--- config.mk ---
export PLATFORM = sky130hd
export DESIGN_NAME = lpq_decim
export DESIGN_NICKNAME = d
export VERILOG_FILES = /design/src/hdl/lpq_pkg.sv /design/src/hdl/lpq_decim.sv
export SDC_FILE = /design/constraint.sdc
export NUM_CORES = 1
export LEC_CHECK = 0
export BUFFER_PORTS_ARGS = -buffer_cell sky130_fd_sc_hd__buf_2
export CAP_MARGIN = 20
export CORE_ASPECT_RATIO = 1.4
export CORE_MARGIN = 2
export CORE_UTILIZATION = 42
export CTS_CLUSTER_SIZE = 40
export DETAILED_ROUTE_END_ITERATION = 10
export GPL_TIMING_DRIVEN = 0
export PLACE_DENSITY = 0.71
export SLEW_MARGIN = 15
export SYNTH_ARGS = -nofsm -noshare
export SYNTH_HDL_FRONTEND = slang
export SYNTH_SLANG_ARGS = --single-unit
--- constraint.sdc ---
create_clock -name i_clk -period 2.6 [get_ports i_clk]
set_clock_uncertainty 0.1 [all_clocks]
set_input_delay 0.52 -clock i_clk [delete_from_list [all_inputs] [get_ports i_clk]]
set_output_delay 0.52 -clock i_clk [all_outputs]
set_load 0.03 [all_outputs]
--- src/hdl/lpq_pkg.sv ---
// Shared types and constants for the lidar point qualifier.
`timescale 1ns / 1ps

package lpq_pkg;

    // Register map, one 32-bit word per register.
    typedef enum logic [1:0] {
        REG_DECIMATION = 2'd0,
        REG_MIN_RANGE  = 2'd1,
        REG_MAX_RANGE  = 2'd2,
        REG_TIME_MODE  = 2'd3
    } t_reg_idx;

    localparam int COORD_W  = 24;
    localparam int RANGE_W  = 23;
    localparam int TIME_W   = 63;
    localparam int OFFSET_W = 32;
    localparam int SQ_W     = 2 * COORD_W;
    localparam int SUM_W    = SQ_W + 2;
    localparam int LIM_W    = 2 * RANGE_W;

    localparam logic [7:0]         DECIMATION_RST = 8'd1;
    localparam logic [RANGE_W-1:0] MIN_RANGE_RST  = '0;
    localparam logic [RANGE_W-1:0] MAX_RANGE_RST  = '1;

    // Confidence field lives in tag bits [5:4].
    localparam logic [7:0] CONF_MASK  = 8'h30;
    localparam logic [7:0] CONF_MID   = 8'h10;
    localparam logic [7:0] CONF_HIGH  = 8'h00;
    localparam logic [7:0] LINE_LIMIT = 8'd4;

    // Decimation state handed to the point pipeline at acceptance.
    typedef struct packed {
        logic              keep;
        logic [TIME_W-1:0] base_ns;
    } t_decim_info;

endpackage

--- src/hdl/lpq_decim.sv ---
// Frame decimation counter and frame base timestamp.
`timescale 1ns / 1ps

module lpq_decim
    import lpq_pkg::*;
(
    input  logic              i_clk,
    input  logic              i_rst_n,
    input  logic              i_step,
    input  logic              i_frame_start,
    input  logic [TIME_W-1:0] i_time_ns,
    input  logic [7:0]        i_decimation,
    output t_decim_info       o_info
);

    logic [7:0]        r_skip_count;
    logic [7:0]        n_skip_count;
    logic [TIME_W-1:0] r_base_ns;
    logic [TIME_W-1:0] n_base_ns;
    logic [7:0]        cur_count;
    logic [7:0]        period;
    logic [8:0]        count_inc;

    always_comb begin
        period      = (i_decimation == 8'd0) ? 8'd1 : i_decimation;
        cur_count   = i_frame_start ? 8'd0 : r_skip_count;
        count_inc   = {1'b0, cur_count} + 9'd1;
        n_skip_count = (count_inc >= {1'b0, period}) ? 8'd0 : count_inc[7:0];
        n_base_ns   = i_frame_start ? i_time_ns : r_base_ns;
        o_info.keep    = (cur_count == 8'd0);
        o_info.base_ns = n_base_ns;
    end

    always_ff @(posedge i_clk) begin
        if (!i_rst_n) begin
            r_skip_count <= '0;
            r_base_ns    <= '0;
        end else if (i_step) begin
            r_skip_count <= n_skip_count;
            r_base_ns    <= n_base_ns;
        end
    end

endmodule

After elaboration in Yosys (flattened, before gate mapping). Cells that the tools add are included.

Bits in registers: 71. Input bits: 75. Word-level logic and storage cells: 10.

Add/sub/neg operators: 1. Order comparisons: 1. Muxes and demuxes: 4. Reductions and logical operators: 2.

Operators with widths (number): 63-bit two-way mux (1); 8-bit two-way mux (3); 8-bit logical NOT (2); 8-bit by 1-bit adder with 9-bit output (second input constant) (1); 9-bit by 8-bit greater-or-equal comparator with 1-bit output (1).

Longest topological paths before layout. Gate-level depths: netlist of the first run.

Depth after elaboration: 4. Gate-level depth with buffers: 12. Depth with buffers taken out: 9.

Worst setup path before layout of the first run. OpenSTA, ideal clock, no wires.

Kind: input -> register. From: input i_frame_start. To: register r_skip_count[6]. Library setup time: 0.096 ns. Arrival: 2.348 ns. Setup slack: 0.056 ns. Stages: 12. Buffers on the path: 4. Cells stage by stage: buf_2 buf_6 buf_6 buf_6 nor2_1 mux2i_1 inv_1 ha_1 and4_1 a21oi_1 a21bo_2 o41ai_2.

Word-level cells in the longest chain between the ends: 4.

Ends and longest elaborated chain: from (decl) (RTL line lpq_decim.sv:10) `input logic i_frame_start,`; 8-bit two-way mux * (RTL line lpq_decim.sv:26) `cur_count = i_frame_start ? 8'd0 : r_skip_count;`; 8-bit by 1-bit adder with 9-bit output * (RTL line lpq_decim.sv:27) `count_inc = {1'b0, cur_count} + 9'd1;`; 9-bit by 8-bit greater-or-equal comparator with 1-bit output (RTL line lpq_decim.sv:28) `n_skip_count = (count_inc >= {1'b0, period}) ? 8'd0 : count_inc[7:0];`; 8-bit two-way mux * (RTL line lpq_decim.sv:28); to (signal assigned) (RTL line lpq_decim.sv:39) `r_skip_count <= n_skip_count;`; to (decl) (RTL line lpq_decim.sv:16) `logic [7:0] r_skip_count;`.

Mark *: on every way between the ends. The rest lies on a longest branch, timed or not. A chain may end at the register's enable or synchronous reset.

Worst setup path after layout of the first run.
From: input i_frame_start. To: register r_skip_count[1].

The elaborated chain is that of the path after synthesis.

==> flow_summary.toml, run 1 <==
[setup_path]
crit_family = "buffers and inverters"
cp.arrival_ns = 2.62
crit_fanout = 10
r2r-end = "r_skip_count[1]"
cp-start-kind = "input pin"
slowest_delay_ns = 0.30
path_class = "in2reg"
crit_buf_inv = 5
r2r-start = "r_skip_count[3]"
worst_ep_required_time_ns = 2.72
crit_path_frequent_cell = "buf_6"
crit_path_end_kind = "flop"
path_cells = "buf_2 -> buf_12 -> buf_6 -> buf_6 -> nor2_1 -> mux2i_2 -> inv_1 -> ha_1 -> and4_1 -> a21oi_1 -> a21bo_4 -> o41ai_2"
r2r_setup_slack_ns = 0.11
r2r_cells = 9
crit_slowest_cell = "ha_1"

[cells_and_area]
postLayoutCellArea_um2 = 5064
fin_nets = 597
area_growth_pct = 30.55
mostFrequentLayoutCells = "149 x buf_2, 69 x dfxtp_1, 66 x nor2b_1, 63 x mux2i_1, 61 x mux2_2"
drive_gt1_share_pct = 47.68
n_fill_cell = 813
layout_commonest_cell = "buf_2"
diodes = 0

[place]
dp_hpwl_um = 6371
gp_congestion = 0.8166
dpl_cell_area_um2 = 4698
portBuffers = 137

[pwr]
p_sw_mw = 0.8254
ir_drop_mv = 0.4388
p_per_area_nw_per_um2 = 591.0
p_comb_share_pct = 20.5
swShare_pct = 27.58
p_clk_share_pct = 40.5
leakage_nw = 2.445
p_total_mw = 2.992
p_seq_share_pct = 39.0
p_int_mw = 2.167

[synthesis]
synth_top_family_by_area = "multiplexers"
seq_area_frac_synth_pct = 36.65
synth-adder-area-share_pct = 2.581
synth_area_per_cell_um2 = 10.63
synth_compound_area_share_pct = 4.774
synthMuxAreaShare_pct = 34.81
synth_cell_type_count = 32
syn_area_um2 = 3879
synth_cells = 365
ys_ff_latch = 71
synth_xor_area_share_pct = 1.355
synth_nets = 448
synthSimpleGateAreaFrac_pct = 15.06
ys_warn_count = 0

[global_route]
globalRouteMet3Util_pct = 5.470
grt.overflow.total = 0
grt_usage_pct = 16.94
grt_pass1_vias = 3055
met1_usage_pct = 20.58
gr-usage-met2_pct = 28.13
antenna_found_initial = 0
grt_max_degree = 13
grt_pass1_wl_um = 13940
grt-busiest-layer = "met2"

[route]
num_vias = 3077
firstDrtPassIters = 4
drt-initial-drc-count = 79
wl_per_cell_um = 13.43
wirelength_um = 8391
drcViolationCount = 0
ant_nets = 0
viasPerCell = 4.923

[sta]
period_minus_slack_ns = 2.499
hold_violations = 0
setup_viol = 0
worstMarginPinSlew_ns = 0.4648
finalCritPeriodShare_pct = 96.10
rsz0062_at_grt = "true"
fmax_ghz = 0.4002
slew_viol_final = 0
relSlewSlack_pct = 69.01

[floorplanning]
start_util_pct = 43.21
floorplan.rows = 41
fp.dieArea_um2 = 10030
io_pins = 139
dieWidth_um = 85.22
fp.dieH_um = 117.7
design.core.area_um2 = 8977

[flow_run]
max-cap-violations = 0

[clocking]
clock_latency_ns = 0.32
cts.clk_slew.worst_paths_ns = 0.05
clockBufferDepth = 2
cts_buffers = 9
root_buffer = "clkbuf_16"
htree_num_levels = 3
cts.sinks = 71
tritoncts = "done"

[hold_path]
hold_path_class = "reg2reg"
hp-start = "r_skip_count[2]"
holdPathEnd = "r_skip_count[2]"
min_path_cells = 2

[outcome]
outcome = "completed"
-- kinds of logic after synthesis --
logic type	Yosys count
mux	127
fa+ha+maj	8
flops	71
simple gates	97
buf+inv	37
compound gates	19
xor+xnor	6
-- worst max path at each step --
| stage | slack, ns | cells after the start | end | start |
|---|---|---|---|---|
| 6_report | 0.10 | 12 | r_skip_count[1] | i_frame_start |
| 5_1_grt | -0.01 | 10 | r_skip_count[2] | r_skip_count[0] |
| 4_1_cts | 0.04 | 9 | r_skip_count[1] | r_skip_count[1] |
| 3_5_place_dp | -0.30 | 12 | r_skip_count[1] | i_frame_start |
| 3_3_place_gp | -0.23 | 12 | r_skip_count[6] | i_frame_start |
| 2_1_floorplan | 0.06 | 12 | r_skip_count[6] | i_frame_start |
-- per-layer routing --
metal | wire length [µm] | share of wire, %
met1 | 3566 | 42
met2 | 4121 | 49
met3 | 597 | 7.1
met4 | 105 | 1.3
met5 | 0 | 0
-- registers in the layout, indices dropped and copies added (netlist names) --
name          count
r_base_ns        63
r_skip_count      8
-- worst register-to-register path, stage by stage (launching register included) --
cell and delay (ns):
dfxtp_1 0.43, nand4_4 0.20, nor2_4 0.16, mux2i_2 0.24
inv_1 0.08, ha_1 0.30, and4_1 0.21, a21oi_1 0.18
a21bo_4 0.28, o41ai_2 0.19
-- cells in the mapped netlist --
master | number | share of area (%)
dfxtp_1 | 71 | 37
buf_1 | 1 | 0.097
nor2_2 | 3 | 0.48
mux2_1 | 2 | 0.58
a221oi_2 | 1 | 0.39
o21ai_1 | 2 | 0.26
nor2b_1 | 66 | 11
xnor2_1 | 6 | 1.4
o41ai_2 | 4 | 1.7
nor4_1 | 3 | 0.48
and4_1 | 2 | 0.45
nand2b_1 | 2 | 0.32
o21a_1 | 1 | 0.19
a21oi_1 | 1 | 0.13
a21o_1 | 2 | 0.39
a211o_1 | 1 | 0.23
ha_1 | 8 | 2.6
nand3_1 | 3 | 0.39
buf_2 | 13 | 1.7
nand4_4 | 1 | 0.55
clkbuf_1 | 7 | 0.68
inv_1 | 12 | 1.2
mux2i_1 | 64 | 17
o31ai_1 | 4 | 0.77
a41o_1 | 1 | 0.26
nand2_1 | 10 | 0.97
a21bo_2 | 1 | 0.26
buf_6 | 4 | 1.2
nor2_1 | 6 | 0.58
mux2_2 | 61 | 18
nand3b_1 | 1 | 0.19
a21oi_2 | 1 | 0.23
-- timing repair --
| action | in CTS | in global routing |
|---|---|---|
| gates resized for setup | 0 | 12 |
| buffers inserted | 0 | 1 |
| endpoints found under the setup margin | 0 | 5 |
| hold buffers | 0 | 0 |
-- per-stage QoR --
| step | hold slack [ns] | worst slack, ns | utilization, % | TNS (ns) | instances |
|---|---|---|---|---|---|
| 6_report | 0.4012 | 0.1014 | 56.40 | 0 | 625 |
| 5_1_grt | 0.4374 | -0.01336 | 56.40 | -0.03319 | 625 |
| 4_1_cts | 0.4170 | 0.03573 | 55.65 | 0 | 624 |
| 3_5_place_dp | 0.4004 | -0.2961 | 52.33 | -1.760 | 609 |
| 3_3_place_gp | 0.3902 | -0.2341 | 52.33 | -1.437 | 609 |
| 2_1_floorplan | 0.3609 | 0.05621 | - | 0 | 365 |
-- power by group through the flow --
stage | Combinational (mW) | Clock, mW | Sequential, mW
after global routing | 0.666 | 1.29 | 1.17
final | 0.613 | 1.21 | 1.17
after floorplan | 0.447 | 0 | 1.18
after CTS | 0.616 | 1.25 | 1.17
after global placement | 0.606 | 0 | 1.19
after detailed placement | 0.614 | 0 | 1.19
-- final cells by class --
cell class	instances	area [µm²]	area share, %
multi-input combinational	257	2318	45.79
clock inverter	5	58.81	1.161
timing repair buffer	138	693.2	13.69
buffer	25	151.4	2.990
sequential	71	1424	28.12
clock buffer	10	239.0	4.720
inverter	12	45.04	0.8895
tap	107	133.9	2.644
No activity file was read; power rests on OpenSTA's default activity.
==> inputs of run 2 (changes only) <==
--- a/config.mk
+++ b/config.mk
@@ -13,7 +13,7 @@
 export CTS_CLUSTER_SIZE = 40
 export DETAILED_ROUTE_END_ITERATION = 10
 export GPL_TIMING_DRIVEN = 0
-export PLACE_DENSITY = 0.71
+export PLACE_DENSITY_LB_ADDON = 0.08
 export SLEW_MARGIN = 15
 export SYNTH_ARGS = -nofsm -noshare
 export SYNTH_HDL_FRONTEND = slang
==> flow_summary.toml, run 2 (synthesis gave the netlist of run 1 again) <==
[sta]
slew_viol_final = 0
finalCritPeriodShare_pct = 95.63
worstMarginPinSlew_ns = 0.4634
period_minus_slack_ns = 2.486
setup_viol = 0
rsz0062_at_grt = "true"
fin_ws_ns = 0.1136
hold_violations = 0
relSlewSlack_pct = 69.10
hold_slack_ns = 0.4112
tns_ns = 0
fmax_ghz = 0.4022

[pwr]
leakage_nw = 2.473
p_int_mw = 2.238
p_seq_share_pct = 38.0
p_per_area_nw_per_um2 = 601.3
swShare_pct = 27.09
p_comb_share_pct = 20.2
p_sw_mw = 0.8319
p_clk_share_pct = 41.8
ir_drop_mv = 0.4565

[global_route]
grt_pass1_wl_um = 14350
grt_usage_pct = 17.73
grt.overflow.total = 0
grt_max_degree = 13
grt_pass1_vias = 3107
antenna_found_initial = 0

[cells_and_area]
largest_register_ffs = 63
diodes = 0
final_core_util_pct = 56.88
area_growth_pct = 31.65
n_fill_cell = 848
postLayoutCellArea_um2 = 5106
drive_gt1_share_pct = 48.66
top_regs = "r_base_ns (63), r_skip_count (8)"
regMostFlops = "r_base_ns"
layout_commonest_cell = "buf_2"
mostFrequentLayoutCells = "149 x buf_2, 68 x dfxtp_1, 66 x nor2b_1, 63 x mux2i_1, 61 x mux2_2"
fin_nets = 600

[place]
dpl_cell_area_um2 = 4698
portBuffers = 137
gp_congestion = 0.7644
pre_cts_slack_ns = -0.3332
dp_hpwl_um = 6629

[route]
num_vias = 3112
firstDrtPassIters = 4
drt-initial-drc-count = 70
wirelength_um = 8897
drcViolationCount = 0
ant_nets = 0
viasPerCell = 4.948
wl_per_cell_um = 14.14

[floorplanning]
floorplan.rows = 41
io_pins = 139
design.core.area_um2 = 8977
start_util_pct = 43.21
fp.dieArea_um2 = 10030
fp.dieH_um = 117.7
dieWidth_um = 85.22

[hold_path]
hold_path_class = "reg2reg"
hp-start = "r_base_ns[46]"

[setup_path]
cp.arrival_ns = 2.61
cp-start-kind = "flop"
crit_path_end_kind = "flop"
path_class = "reg2reg"
r2r-start = "r_skip_count[0]"
worst_ep_required_time_ns = 2.73
critPathLaunch = "r_skip_count[0]"
crit_fanout = 7

[clocking]
htree_num_levels = 3
hold_buffers = 0
clockBufferDepth = 2
clock_latency_ns = 0.33
cts_buffers = 9
tritoncts = "done"
cts.sinks = 71
cts.clk_slew.worst_paths_ns = 0.05
root_buffer = "clkbuf_16"

[flow_run]
max-cap-violations = 0

[outcome]
outcome = "completed"
run 2: cell count changes in the layout (fill, tap and decap cells not counted), sizes merged:
cell,change
bufinv,+1
clkinv,+2
clkbuf,-1
buf,+3
clkinvlp,-1
run 2: final cells by class:
class / count / area, µm² / area share (%)
plain buffers: 25 / 146.4 / 2.867
inverters: 12 / 45.04 / 0.8821
repair buffers: 141 / 715.7 / 14.02
clock buffers: 9 / 225.2 / 4.411
well taps: 107 / 133.9 / 2.622
clock inverters: 7 / 87.58 / 1.715
flip-flops and latches: 71 / 1425 / 27.91
multi-input cells: 257 / 2327 / 45.58
run 2: worst paths after layout:
path / end / cells past startpoint / slack (ns)
setup / recovery: r_skip_count[5] / 10 / 0.11
hold / removal: r_base_ns[46] / 2 / 0.41
setup reg to reg: r_skip_count[5] / 10 / 0.11
hold reg to reg: r_base_ns[46] / 2 / 0.41
run 2: what timing repair did:
item	CTS	global route
gates resized for setup	0	14
endpoints found under the setup margin	0	8
setup buffers	0	4
endpoints found under the hold margin	0	0
run 2: power by group through the flow:
| stage | clock network, mW | registers [mW] | logic (mW) |
|---|---|---|---|
| floorplan | 0 | 1.18 | 0.447 |
| global placement | 0 | 1.19 | 0.612 |
| detailed placement | 0 | 1.19 | 0.620 |
| CTS | 1.32 | 1.17 | 0.623 |
| global route | 1.37 | 1.17 | 0.673 |
| finish | 1.28 | 1.17 | 0.621 |
run 2: per-stage QoR:
stage                     cells  total power, mW
after floorplan             365            1.630
after global placement      609            1.799
after detailed placement    609            1.810
after CTS                   625            3.109
after global routing        629            3.212
final                       629            3.070
run 2: critical path, cell delays in order (launching register included):
cell      delay (ns)
dfxtp_1         0.30
clkbuf_4        0.18
nand4_4         0.16
nor2_4          0.16
mux2i_2         0.24
inv_1           0.07
ha_1            0.31
and4_1          0.22
a21oi_2         0.17
a21bo_4         0.28
o41ai_2         0.21
run 2: layer usage:
layer	wire length [µm]	track usage [%]	up-vias	share of wire, %
li1	-	-	1567	-
met1	3723	20.45	1454	42
met2	4452	30.47	83	50
met3	597	5.961	8	6.7
met4	123	5.655	0	1.4
met5	0	0	-	0
